==> config.mk <==
export PLATFORM = sky130hd
export DESIGN_NAME = http_header_tokenizer_top
export DESIGN_NICKNAME = d
export VERILOG_FILES = /design/src/hdl/httok_pkg.sv /design/src/hdl/httok_front.sv /design/src/hdl/httok_queue.sv /design/src/hdl/httok_back.sv /design/src/hdl/http_header_tokenizer_top.sv
export SDC_FILE = /design/constraint.sdc
export NUM_CORES = 1
export LEC_CHECK = 0
export ABC_AREA = 1
export BUFFER_PORTS_ARGS = -buffer_cell sky130_fd_sc_hd__buf_2
export CORE_MARGIN = 3
export CORE_UTILIZATION = 49
export DETAILED_ROUTE_END_ITERATION = 8
export PLACE_DENSITY = 0.67
export RECOVER_POWER = 100
export SKIP_LAST_GASP = 1
export SLEW_MARGIN = 5
export SYNTH_ARGS = -nofsm -noshare
export SYNTH_HDL_FRONTEND = slang
export SYNTH_HIERARCHICAL = 1
export SYNTH_SLANG_ARGS = --single-unit
==> constraint.sdc <==
create_clock -name clock -period 5.8 [get_ports clock]
set_input_delay 0 -clock clock [delete_from_list [all_inputs] [get_ports clock]]
set_output_delay 0 -clock clock [all_outputs]
set_load 0.1 [all_outputs]
==> src/hdl/httok_pkg.sv <==
`default_nettype none
package httok_pkg;

   localparam int unsigned BYTE_W  = 8;
   localparam int unsigned ENTRY_W = 6;
   localparam int unsigned RSP_TDATA_W = 32;

   // Register indexes on the configuration port.
   localparam logic CSR_METHOD_MAX_LEN = 1'b0;
   localparam logic CSR_FIELD_MAX_LEN  = 1'b1;

   localparam logic [3:0]        METHOD_MAX_LEN_RST = 4'd10;
   localparam logic [BYTE_W-1:0] FIELD_MAX_LEN_RST  = 8'd100;

   // Delimiter bytes.
   localparam logic [BYTE_W-1:0] CH_SPACE = 8'h20;
   localparam logic [BYTE_W-1:0] CH_QMARK = 8'h3F;
   localparam logic [BYTE_W-1:0] CH_COLON = 8'h3A;
   localparam logic [BYTE_W-1:0] CH_CR    = 8'h0D;
   localparam logic [BYTE_W-1:0] CH_LF    = 8'h0A;
   localparam logic [BYTE_W-1:0] CH_UPPER_A = 8'h41;
   localparam logic [BYTE_W-1:0] CH_UPPER_Z = 8'h5A;
   localparam logic [BYTE_W-1:0] CASE_OFFSET = 8'h20;

   localparam int unsigned QUEUE_DEPTH = 4;
   localparam int unsigned QPTR_W = $clog2(QUEUE_DEPTH);

   typedef enum logic [1:0] {
      KIND_METHOD = 2'd0,
      KIND_URL    = 2'd1,
      KIND_KEY    = 2'd2,
      KIND_VALUE  = 2'd3
   } kind_type;

   // One result record as it travels from the front through the queue.
   typedef struct packed {
      kind_type            kind;
      logic [BYTE_W-1:0]   data;
      logic [BYTE_W-1:0]   idx;
      logic [ENTRY_W-1:0]  entry;
      logic                tok_end;
      logic                trunc;
      logic                tme;
      logic                done;
   } rec_type;

endpackage
`default_nettype wire

==> src/hdl/httok_front.sv <==
`default_nettype none
module httok_front
   import httok_pkg::*;
#(
   parameter int unsigned MAX_ENTRIES = 32
) (
   input  wire logic              clock,
   input  wire logic              reset,
   input  wire logic              accept,
   input  wire logic [BYTE_W-1:0] in_byte,
   input  wire logic              csr_wr_en,
   input  wire logic              csr_index,
   input  wire logic [BYTE_W-1:0] csr_wdata,
   output      logic              push,
   output      rec_type           push_rec
);

   typedef enum logic [8:0] {
      PH_METHOD = 9'b000000001,
      PH_URL    = 9'b000000010,
      PH_SKIP   = 9'b000000100,
      PH_LINE   = 9'b000001000,
      PH_KEY    = 9'b000010000,
      PH_SPACE  = 9'b000100000,
      PH_VALUE  = 9'b001000000,
      PH_DROP   = 9'b010000000,
      PH_BLANK  = 9'b100000000
   } phase_type;

   phase_type            phase_ff, phase_in;
   logic [BYTE_W-1:0]    len_ff, len_in;
   logic [ENTRY_W-1:0]   cnt_ff, cnt_in;
   logic                 ovf_ff, ovf_in;
   logic [3:0]           method_max_ff;
   logic [BYTE_W-1:0]    field_max_ff;

   logic                 is_full;
   logic                 do_tok, do_end, do_key, do_val, tok_tme;
   kind_type             tok_kind;
   logic [BYTE_W-1:0]    tok_limit;
   logic [ENTRY_W-1:0]   tok_entry;

   always_comb begin
      phase_in  = phase_ff;
      len_in    = len_ff;
      ovf_in    = ovf_ff;
      cnt_in    = cnt_ff;
      push      = 1'b0;
      push_rec  = '0;
      is_full   = (cnt_ff >= ENTRY_W'(MAX_ENTRIES));
      do_tok    = 1'b0;
      do_end    = 1'b0;
      do_key    = 1'b0;
      do_val    = 1'b0;
      tok_kind  = KIND_METHOD;
      tok_limit = field_max_ff;
      tok_entry = '0;
      tok_tme   = 1'b0;
      if (accept) begin
         unique case (phase_ff)
            PH_METHOD: begin
               tok_limit = {4'b0, method_max_ff};
               if (in_byte == CH_SPACE) begin
                  phase_in = PH_URL;
                  do_end   = 1'b1;
               end else begin
                  do_tok = 1'b1;
               end
            end
            PH_URL: begin
               tok_kind = KIND_URL;
               if (in_byte == CH_SPACE || in_byte == CH_QMARK) begin
                  phase_in = PH_SKIP;
                  do_end   = 1'b1;
               end else begin
                  do_tok = 1'b1;
               end
            end
            PH_SKIP: begin
               if (in_byte == CH_LF) phase_in = PH_LINE;
            end
            PH_LINE: begin
               if (in_byte == CH_CR) phase_in = PH_BLANK;
               else                  do_key   = 1'b1;
            end
            PH_KEY:   do_key = 1'b1;
            PH_SPACE: begin
               if (in_byte == CH_SPACE) phase_in = PH_VALUE;
               else                     do_val   = 1'b1;
            end
            PH_VALUE: do_val = 1'b1;
            PH_DROP:  phase_in = PH_LINE;
            PH_BLANK: begin
               push           = 1'b1;
               push_rec.entry = cnt_ff;
               push_rec.done  = 1'b1;
               phase_in       = PH_METHOD;
               cnt_in         = '0;
               len_in         = '0;
               ovf_in         = 1'b0;
            end
            default: phase_in = PH_METHOD;
         endcase
      end

      // Header key: closes at the colon.
      if (do_key) begin
         tok_kind  = KIND_KEY;
         tok_entry = cnt_ff;
         tok_tme   = is_full;
         if (in_byte == CH_COLON) begin
            phase_in = PH_SPACE;
            do_end   = 1'b1;
         end else begin
            phase_in = PH_KEY;
            do_tok   = 1'b1;
         end
      end

      // Header value: closes at CR, then count the entry unless full.
      if (do_val) begin
         tok_kind  = KIND_VALUE;
         tok_entry = cnt_ff;
         tok_tme   = is_full;
         if (in_byte == CH_CR) begin
            phase_in = PH_DROP;
            do_end   = 1'b1;
            if (!is_full) cnt_in = ENTRY_W'(cnt_ff + 1'b1);
         end else begin
            phase_in = PH_VALUE;
            do_tok   = 1'b1;
         end
      end

      if (do_tok) begin
         if (len_ff >= tok_limit) begin
            ovf_in = 1'b1;
         end else begin
            len_in         = BYTE_W'(len_ff + 1'b1);
            push           = !tok_tme;
            push_rec.kind  = tok_kind;
            push_rec.data  = in_byte;
            push_rec.idx   = len_ff;
            push_rec.entry = tok_entry;
         end
      end

      if (do_end) begin
         push             = 1'b1;
         push_rec.kind    = tok_kind;
         push_rec.idx     = len_ff;
         push_rec.entry   = tok_entry;
         push_rec.tok_end = 1'b1;
         push_rec.trunc   = ovf_ff;
         push_rec.tme     = tok_tme;
         len_in           = '0;
         ovf_in           = 1'b0;
      end
   end

   always_ff @(posedge clock) begin
      if (reset) begin
         phase_ff      <= PH_METHOD;
         len_ff        <= '0;
         cnt_ff        <= '0;
         ovf_ff        <= 1'b0;
         method_max_ff <= METHOD_MAX_LEN_RST;
         field_max_ff  <= FIELD_MAX_LEN_RST;
      end else begin
         phase_ff <= phase_in;
         len_ff   <= len_in;
         cnt_ff   <= cnt_in;
         ovf_ff   <= ovf_in;
         if (csr_wr_en) begin
            unique case (csr_index)
               CSR_METHOD_MAX_LEN: method_max_ff <= csr_wdata[3:0];
               CSR_FIELD_MAX_LEN:  field_max_ff  <= csr_wdata;
               default: ;
            endcase
         end
      end
   end

endmodule
`default_nettype wire

==> src/hdl/httok_queue.sv <==
`default_nettype none
module httok_queue
   import httok_pkg::*;
(
   input  wire logic    clock,
   input  wire logic    reset,
   input  wire logic    push,
   input  wire rec_type push_rec,
   input  wire logic    pop,
   output      logic    full,
   output      logic    not_empty,
   output      rec_type head_rec
);

   rec_type             slot_ff [QUEUE_DEPTH];
   logic [QPTR_W-1:0]   wr_ptr_ff, wr_ptr_in;
   logic [QPTR_W-1:0]   rd_ptr_ff, rd_ptr_in;
   logic [QPTR_W:0]     cnt_ff, cnt_in;

   assign full      = (cnt_ff == (QPTR_W+1)'(QUEUE_DEPTH));
   assign not_empty = (cnt_ff != '0);
   assign head_rec  = slot_ff[rd_ptr_ff];

   always_comb begin
      wr_ptr_in = push ? QPTR_W'(wr_ptr_ff + 1'b1) : wr_ptr_ff;
      rd_ptr_in = pop  ? QPTR_W'(rd_ptr_ff + 1'b1) : rd_ptr_ff;
      cnt_in    = cnt_ff;
      if (push && !pop)      cnt_in = (QPTR_W+1)'(cnt_ff + 1'b1);
      else if (pop && !push) cnt_in = (QPTR_W+1)'(cnt_ff - 1'b1);
   end

   always_ff @(posedge clock) begin
      if (push) slot_ff[wr_ptr_ff] <= push_rec;
   end

   always_ff @(posedge clock) begin
      if (reset) begin
         wr_ptr_ff <= '0;
         rd_ptr_ff <= '0;
         cnt_ff    <= '0;
      end else begin
         wr_ptr_ff <= wr_ptr_in;
         rd_ptr_ff <= rd_ptr_in;
         cnt_ff    <= cnt_in;
      end
   end

endmodule
`default_nettype wire

==> src/hdl/httok_back.sv <==
`default_nettype none
module httok_back
   import httok_pkg::*;
(
   input  wire logic                   clock,
   input  wire logic                   reset,
   input  wire logic                   not_empty,
   input  wire rec_type                head_rec,
   output      logic                   pop,
   output      logic                   rsp_tvalid,
   input  wire logic                   rsp_tready,
   output      logic [RSP_TDATA_W-1:0] rsp_tdata,
   output      logic [1:0]             rsp_tuser,
   output      logic                   rsp_tlast
);

   logic                   valid_ff, valid_in;
   logic [RSP_TDATA_W-1:0] tdata_ff, tdata_in;
   logic [1:0]             tuser_ff, tuser_in;
   logic                   tlast_ff, tlast_in;
   logic [BYTE_W-1:0]      out_byte;
   logic                   is_upper;

   // Fold key bytes to lower case; only 'A'..'Z' move.
   always_comb begin
      is_upper = (head_rec.data >= CH_UPPER_A) && (head_rec.data <= CH_UPPER_Z);
      out_byte = head_rec.data;
      if (head_rec.kind == KIND_KEY && is_upper)
         out_byte = BYTE_W'(head_rec.data + CASE_OFFSET);
   end

   // Load the output register when it is empty or being drained.
   assign pop = not_empty && (!valid_ff || rsp_tready);

   always_comb begin
      valid_in = valid_ff;
      tdata_in = tdata_ff;
      tuser_in = tuser_ff;
      tlast_in = tlast_ff;
      if (pop) begin
         valid_in = 1'b1;
         tdata_in = {7'b0, head_rec.tme, head_rec.trunc, head_rec.tok_end,
                     head_rec.entry, head_rec.idx, out_byte};
         tuser_in = head_rec.kind;
         tlast_in = head_rec.done;
      end else if (rsp_tready) begin
         valid_in = 1'b0;
      end
   end

   always_ff @(posedge clock) begin
      if (reset) valid_ff <= 1'b0;
      else       valid_ff <= valid_in;
   end

   always_ff @(posedge clock) begin
      tdata_ff <= tdata_in;
      tuser_ff <= tuser_in;
      tlast_ff <= tlast_in;
   end

   assign rsp_tvalid = valid_ff;
   assign rsp_tdata  = tdata_ff;
   assign rsp_tuser  = tuser_ff;
   assign rsp_tlast  = tlast_ff;

endmodule
`default_nettype wire

==> src/hdl/http_header_tokenizer_top.sv <==
// HTTP request header tokenizer. Feed the request text one byte per req_
// transfer; the block accepts a new byte every cycle as long as its
// four-entry result queue has room, so the sustained rate is one byte per
// clock. The rate is set by the byte parser's registered phase update; a
// stalled rsp_ side only holds req_tready low once the queue and the output
// register are full. A byte yields zero or one result transfer: a token
// byte, a token end marker, or a done marker when a blank line closes the
// header block (the parser then rearms for the next request). Results carry
// token_kind in rsp_tuser (0 method, 1 URL, 2 key, 3 value) and header_done
// on rsp_tlast. Key bytes come out lower-cased. Tokens longer than their
// limit are cut and flagged on the end marker; headers beyond MAX_ENTRIES
// give only end markers flagged too_many_entries.
// Write limits through csr_ only while the block is idle.
`default_nettype none
module http_header_tokenizer_top
   import httok_pkg::*;
#(
   parameter int unsigned MAX_ENTRIES = 32
) (
   input  wire logic                   clock,
   input  wire logic                   reset,
   // in_byte[7:0]
   input  wire logic                   req_tvalid,
   output      logic                   req_tready,
   input  wire logic [BYTE_W-1:0]      req_tdata,
   // data_byte[7:0], byte_index[15:8], entry_index[21:16], token_end[22],
   // truncated[23], too_many_entries[24], zero fill [31:25]
   output      logic                   rsp_tvalid,
   input  wire logic                   rsp_tready,
   output      logic [RSP_TDATA_W-1:0] rsp_tdata,
   // token_kind[1:0]
   output      logic [1:0]             rsp_tuser,
   // header_done
   output      logic                   rsp_tlast,
   // 0 method_max_len, 1 field_max_len
   input  wire logic                   csr_wr_en,
   input  wire logic                   csr_index,
   input  wire logic [BYTE_W-1:0]      csr_wdata
);

   logic    q_full, q_not_empty, q_push, q_pop, req_accept;
   rec_type push_rec, head_rec;

   // Accept a byte whenever the queue can take its result.
   assign req_tready = !q_full;
   assign req_accept = req_tvalid && req_tready;

   // Front: classify bytes and advance the parse phase.
   httok_front #(.MAX_ENTRIES(MAX_ENTRIES)) u_front (
      .clock     (clock),
      .reset     (reset),
      .accept    (req_accept),
      .in_byte   (req_tdata),
      .csr_wr_en (csr_wr_en),
      .csr_index (csr_index),
      .csr_wdata (csr_wdata),
      .push      (q_push),
      .push_rec  (push_rec)
   );

   // Queue decoupling parser from output stalls.
   httok_queue u_queue (
      .clock     (clock),
      .reset     (reset),
      .push      (q_push),
      .push_rec  (push_rec),
      .pop       (q_pop),
      .full      (q_full),
      .not_empty (q_not_empty),
      .head_rec  (head_rec)
   );

   // Back: fold case, pack and hold the result transfer.
   httok_back u_back (
      .clock      (clock),
      .reset      (reset),
      .not_empty  (q_not_empty),
      .head_rec   (head_rec),
      .pop        (q_pop),
      .rsp_tvalid (rsp_tvalid),
      .rsp_tready (rsp_tready),
      .rsp_tdata  (rsp_tdata),
      .rsp_tuser  (rsp_tuser),
      .rsp_tlast  (rsp_tlast)
   );

endmodule
`default_nettype wire

### Word-level counts from Yosys, hierarchy flattened

Memory sizes are Yosys's and may differ from the RTL's. A register that Yosys moved wholly into a read port is not among the register bits.
Cells that the tools add are included.

| storage, ports and cells | value |
|---|---|
| bits in registers | 72 |
| latch bits | 0 |
| RAM bits | 112 |
| memory bits (read-only) | 0 |
| output and inout bits | 37 |
| memories kept | 1 |

| cells by class | value |
|---|---|
| add/subtract/negate cells | 7 |
| multiply operators | 0 |
| div/mod/pow operators | 0 |
| $lt $le $gt $ge | 4 |
| eq/ne operators | 22 |
| shift operators | 0 |
| mux-type cells | 75 |
| bitwise gates (word level) | 1 |
| reduce and logical (&&, ||, !) cells | 22 |

Memories:

| name | depth | bits a word | read ports | clocked after Yosys merged registers in | wr ports | line | source |
|---|---|---|---|---|---|---|---|
| u_queue.slot_ff | 4 | 28 | 1 | 1 | 1 | httok_queue.sv:15 | `rec_type slot_ff [QUEUE_DEPTH];` |

Operator list:

| cell | count |
|---|---|
| two-way mux 9 bit | 8 |
| two-way mux 8 bit | 8 |
| one-hot mux 9 bit (7 select lines) | 1 |
| two-way mux 6 bit | 10 |
| two-way mux 24 bit | 2 |
| two-way mux 1 bit | 33 |
| == test 8 x 6 -> 1 bit, second input constant | 3 |
| != test 4 x 1 -> 1 bit, second input constant | 5 |
| two-way mux 17 bit | 1 |
| == test 8 x 4 -> 1 bit, second input constant | 2 |
| two-way mux 2 bit | 6 |
| == test 9 x 1 -> 1 bit, second input constant | 1 |
| == test 9 x 2 -> 1 bit, second input constant | 1 |
| == test 9 x 3 -> 1 bit, second input constant | 1 |
| == test 9 x 4 -> 1 bit, second input constant | 1 |
| == test 9 x 5 -> 1 bit, second input constant | 1 |
| == test 9 x 6 -> 1 bit, second input constant | 1 |
| == test 9 x 7 -> 1 bit, second input constant | 1 |
| == test 9 x 8 -> 1 bit, second input constant | 1 |
| == test 9 bit, second input constant | 1 |
| adder 8 x 1 -> 8 bit, second input constant | 1 |
| adder 8 x 6 -> 8 bit, second input constant | 1 |
| greater-or-equal comparator 8 x 7 -> 1 bit, second input constant | 1 |
| greater-or-equal comparator 8 bit | 1 |
| 20 further kinds | 39 |

### Depth between registers and ports, before layout

| logic depth | value |
|---|---|
| depth in word-level cells | 15 |
| depth in mapped cells | 29 |
| gate-level depth less buffers | 28 |

### Modules after synthesis

Netlist, hierarchy kept.

By module, submodules not included:

| module | instances | cells each | area an instance (um^2) | seq. area each (um^2) |
|---|---|---|---|---|
| httok_queue | 1 | 330 | 4600.7 | 3543.4 |
| httok_front | 1 | 408 | 2607.5 | 720.7 |
| httok_back | 1 | 69 | 1064.8 | 860.8 |
| http_header_tokenizer_top | 1 | 3 | 13.8 | 0.0 |

### Worst setup path after synthesis

Ideal clock, no wire load.

| timing | value |
|---|---|
| path type | register to register |
| start | register u_back.valid_ff, in the netlist u_back/rsp_tvalid |
| end | register u_queue.cnt_ff[1] |
| setup time | 0.116 ns |
| arrival | 3.351 ns |
| required time | 5.684 ns |
| path slack | 2.333 ns |
| stages on the path, launching flop included | 8 |
| path buffers | 0 |
| clock period less this slack | 3.467 ns |
| cell sequence | dfxtp_1 > a21oi_1 > inv_1 > ha_1 > inv_1 > fa_1 > o21ai_0 > nor2_1 |

| on the way | value |
|---|---|
| longest elaborated chain between the ends | 6 |

Ends and longest elaborated chain:

| what | line | source |
|---|---|---|
| from (decl) | httok_back.sv:17 | `logic valid_ff, valid_in;` |
| from (signal assigned) | httok_back.sv:53 | `else valid_ff <= valid_in;` |
| logical NOT 1 bit | httok_back.sv:33 | `assign pop = not_empty && (!valid_ff \|\| rsp_tready);` |
| logical OR 1 bit | httok_back.sv:33 |  |
| logical AND 1 bit | httok_back.sv:33 |  |
| net q_pop | http_header_tokenizer_top.sv:41 | `logic q_full, q_not_empty, q_push, q_pop, req_accept;` |
| logical NOT 1 bit | httok_queue.sv:28 | `if (push && !pop) cnt_in = (QPTR_W+1)'(cnt_ff + 1'b1);` |
| logical AND 1 bit | httok_queue.sv:28 |  |
| two-way mux 3 bit | httok_queue.sv:28 |  |
| net u_queue.cnt_in[1] | httok_queue.sv:18 | `logic [QPTR_W:0] cnt_ff, cnt_in;` |
| to (signal assigned) | httok_queue.sv:44 | `cnt_ff <= cnt_in;` |
| to (decl) | httok_queue.sv:18 |  |

The timed path passes the listed nets, and every way through them passes these cells.
A chain may end at the register's enable or synchronous reset.

### Worst setup path after layout

| timing | value |
|---|---|
| start | register u_queue.cnt_ff[0] |
| end | memory u_queue/slot_ff[0][21] (netlist name), enable pin |

| on the way | value |
|---|---|
| longest elaborated chain between the ends | 12 |

Ends and longest elaborated chain:

| what | line | source |
|---|---|---|
| == test 3 bit (*) | httok_queue.sv:20 | `assign full = (cnt_ff == (QPTR_W+1)'(QUEUE_DEPTH));` |
| net q_full | http_header_tokenizer_top.sv:41 |  |
| logical NOT 1 bit (*) | http_header_tokenizer_top.sv:45 | `assign req_tready = !q_full;` |
| logical AND 1 bit (*) | http_header_tokenizer_top.sv:46 | `assign req_accept = req_tvalid && req_tready;` |
| net req_accept | http_header_tokenizer_top.sv:41 |  |
| parallel branches: the longest is 6 deep, another holds greater-or-equal comparator 8 bit | n/a |  |
| two-way mux 1 bit (*) | httok_front.sv:148 | `if (do_end) begin` |
| net q_push | http_header_tokenizer_top.sv:41 |  |
| two-way mux 1 bit (*) | httok_queue.sv:33 | `if (push) slot_ff[wr_ptr_ff] <= push_rec;` |
| two-way mux 1 bit (not written as such) (*) | httok_queue.sv:33 |  |
| to (decl) | httok_queue.sv:15 |  |

Mark *: on every way through the listed nets, which the timed path passes.

==> results.toml <==
[logic_synthesis]
ys_types = 38
synth_enable_flop_cells = 140
async_reset_ff_frac = 0
synth.cell_area_um2 = 8287
synthTopCellsByArea = "edfxtp_1, dfxtp_1, nor2_1"
ys_warn_count = 6
ys_seq_area_frac = 0.6185
synthCells = 810
synth_common_cells = "edfxtp_1, nor2_1, nand2_1, inv_1, o21ai_0"
synthMostInstantiatedCell = "edfxtp_1"
ys.flop_type = "edfxtp_1"
avgSynthCellArea_um2 = 10.23
synth_top_area_share = 0.5073
synth_seq_cells = 186
yosys.area.top_type = "edfxtp_1"

[setup_path]
critPathKind = "reg2reg"
crit_start = "u_queue/cnt_ff[0]"
crit_top_cell = "nand2_1"
worstPathRequired_ns = 5.85
path_max_fanout = 28
crit_arrival_ns = 4.68
path_cells = "nor3_1, nor2_2, clkbuf_1, nand3_1, o21ai_0, ha_1, o21ai_0, nand2_1, nand2_1, nand2_1, nand2_1, nand2_1, inv_1, nand2_4, inv_1, nand2_1, nand3_1, nand2_1, inv_1, clkbuf_2"
r2r_start = "u_queue/cnt_ff[0]"
cp-end-kind = "flip-flop"
slowest_stage = "clkbuf_2"
ff2ff_setup_slack_ns = 1.17
max_stage_delay_ns = 0.67
startpoint_type = "flip-flop"
critPathBufInv = 5
critPathTopFamily = "buffers and inverters"

[timing]
clock.fmax_ghz = 0.2161
clock-skew-final_ns = 0.009500
relSlewSlack = -0.9313
period_minus_slack_ns = 4.627
setup_tns_ns = 0
final_max_slew_viol_count = 89
period_share = 0.7978
setup_viol = 0
final_hold_viol_count = 0
rsz0062_at_grt = "false"
worstMarginPinSlew_ns = 2.897

[layout]
areaGrowthSynthToFinish_pct = 12.82
antenna_cells = 0
fin_util = 0.5760
layout.nets = 922
layout-drive-gt1-share = 0.1028
stdcell_count = 1111
design_area_um2 = 9349

[place]
place_congestion = 0.8861
hpwl_mm = 10.72
portBuffers = 51
place_area_um2 = 8696
placed_cells = 1060

[power_and_ir_drop]
seqPwrFrac = 0.376
leakagePower_nw = 3.670
clkPwrFrac = 0.224
total_power_mw = 5.189
combPwrFrac = 0.401
p_switching_mw = 2.289
power_density_nw_per_um2 = 555.1
vdd_drop_max_v = 0.0004069
swShare = 0.4411
p_int_mw = 2.900

[clocking]
root_buffer = "clkbuf_16"
cts_tree = "yes"
clockBufferDepth = 2
cts_setup_buffers = 0
htreeDepth = 4
numCtsBuffers = 17
clk-insertion-delay-late_ns = 0.43
clock_sinks = 186
cts_resized = 0
clk_pin_slew_ns = 0.07

[routing]
antenna_left = 0
wl_per_cell_um = 15.05
viasPerCell = 5.205
num_vias = 5783
dr.pass1.iters = 5
drc = 0
first_iter_violations = 412
totalWireLength_mm = 16.72

[die]
die_height_um = 136.0
core_area_um2 = 16230
fp.dieArea_um2 = 18510
start_util = 0.5106
die_w_um = 136.0
rows = 46
io_pins = 59

[hold_path]
hp-start = "req_tdata[4]"
hold_path.class = "in2reg"

[outcome]
outcome = "finished, violations left"
failed_checks = "capacitance limit, slew limit"

[global_route]
overflow = 0
antenna_found_initial = 0
grt_pass1_wl_mm = 27.47
grt_max_degree = 58
grt.total_usage = 0.1912
grt_pass1_vias = 5481

[flow_run]
maxCapViolCount = 2
==> registers in the layout, summed over array words and instances (netlist names), named ones only <==
signal / flops
u_back/rsp_tlast: 1
u_front/field_max_ff: 8
u_back/rsp_tuser: 2
u_queue/cnt_ff: 3
u_queue/wr_ptr_ff: 2
u_queue/rd_ptr_ff: 2
u_queue/slot_ff: 112
u_front/cnt_ff: 6
u_back/rsp_tvalid: 1
u_back/rsp_tdata: 25
u_front/method_max_ff: 4
u_front/len_ff: 8
u_front/ovf_ff: 1
u_front/phase_ff: 9
==> area by class of cell <==
cell class / count / area [um2]
Inverter: 88 / 331.6
Clock buffer: 17 / 425.4
Timing Repair Buffer: 78 / 452.9
Clock inverter: 15 / 173.9
Fill cell: 1453 / 6882
Tap cell: 216 / 270.3
Sequential cell: 186 / 5125
Multi-Input combinational cell: 511 / 2570
==> placed cells by master, fill, tap and decap left out, drive strengths merged, types with 5 or more instances in the layout <==
cell type and n:
edfxtp 140, buf 23, ha 17, a21oi 33, clkbuf 53, dlygate4sd3 19, conb 7, nor3 11
dfxtp 46, nand3 40, clkinv 5, nor2 145, nand2 118, inv 94, nand4 9, o21ai 85
o22ai 28
==> per-layer routing <==
metal,track usage,part of all wire
met5,0,0
met3,0.03479,0.057
met2,0.3074,0.47
met1,0.2588,0.46
met4,0.07559,0.016
==> tightest hold or removal path, cell delays in order <==
cell and delay [ns]:
buf_2 0.13, inv_1 0.07, nor2_1 0.08
==> power groups by stage <==
stage	clock, mW	sequential, mW	combinational, mW
finish	1.16	1.95	2.08
global route	1.23	1.98	2.28
CTS	1.19	1.94	2.16
detailed placement	0	1.97	2.14
global placement	0	1.96	2.12
floorplan	0	2.75	0.997
==> metrics by stage <==
| step | setup slack [ns] | hold WS [ns] |
|---|---|---|
| 3_3_place_gp | 1.836 | 0.1993 |
| 2_1_floorplan | 2.333 | 0.06907 |
| 4_1_cts | 1.627 | 0.01028 |
| 6_report | 1.173 | 0.02330 |
| 3_5_place_dp | 1.644 | 0.2048 |
| 5_1_grt | 0.6678 | 0.01807 |
==> logic make-up after synthesis <==
family / after synthesis / synth area share
xor+xnor: 2 / 0.002114
flops: 186 / 0.6185
buf+inv: 119 / 0.06538
fa+ha+maj: 18 / 0.02808
other cells: 1 / 0.0004525
compound gates: 150 / 0.09996
mux: 3 / 0.003624
simple gates: 331 / 0.1819
==> worst paths after layout <==
kind,end,cells after the start
max,u_queue/slot_ff[0][21],20
min,u_queue/slot_ff[2][22],3
max reg2reg,u_queue/slot_ff[0][21],20
min reg2reg,u_queue/rd_ptr_ff[1],1
==> repair_timing <==
item	4_1_cts	5_1_grt
endpoints found under the hold margin	31	0
endpoints found under the setup margin	0	0
hold buffers	19	0
No activity file was read; power rests on OpenSTA's default activity.
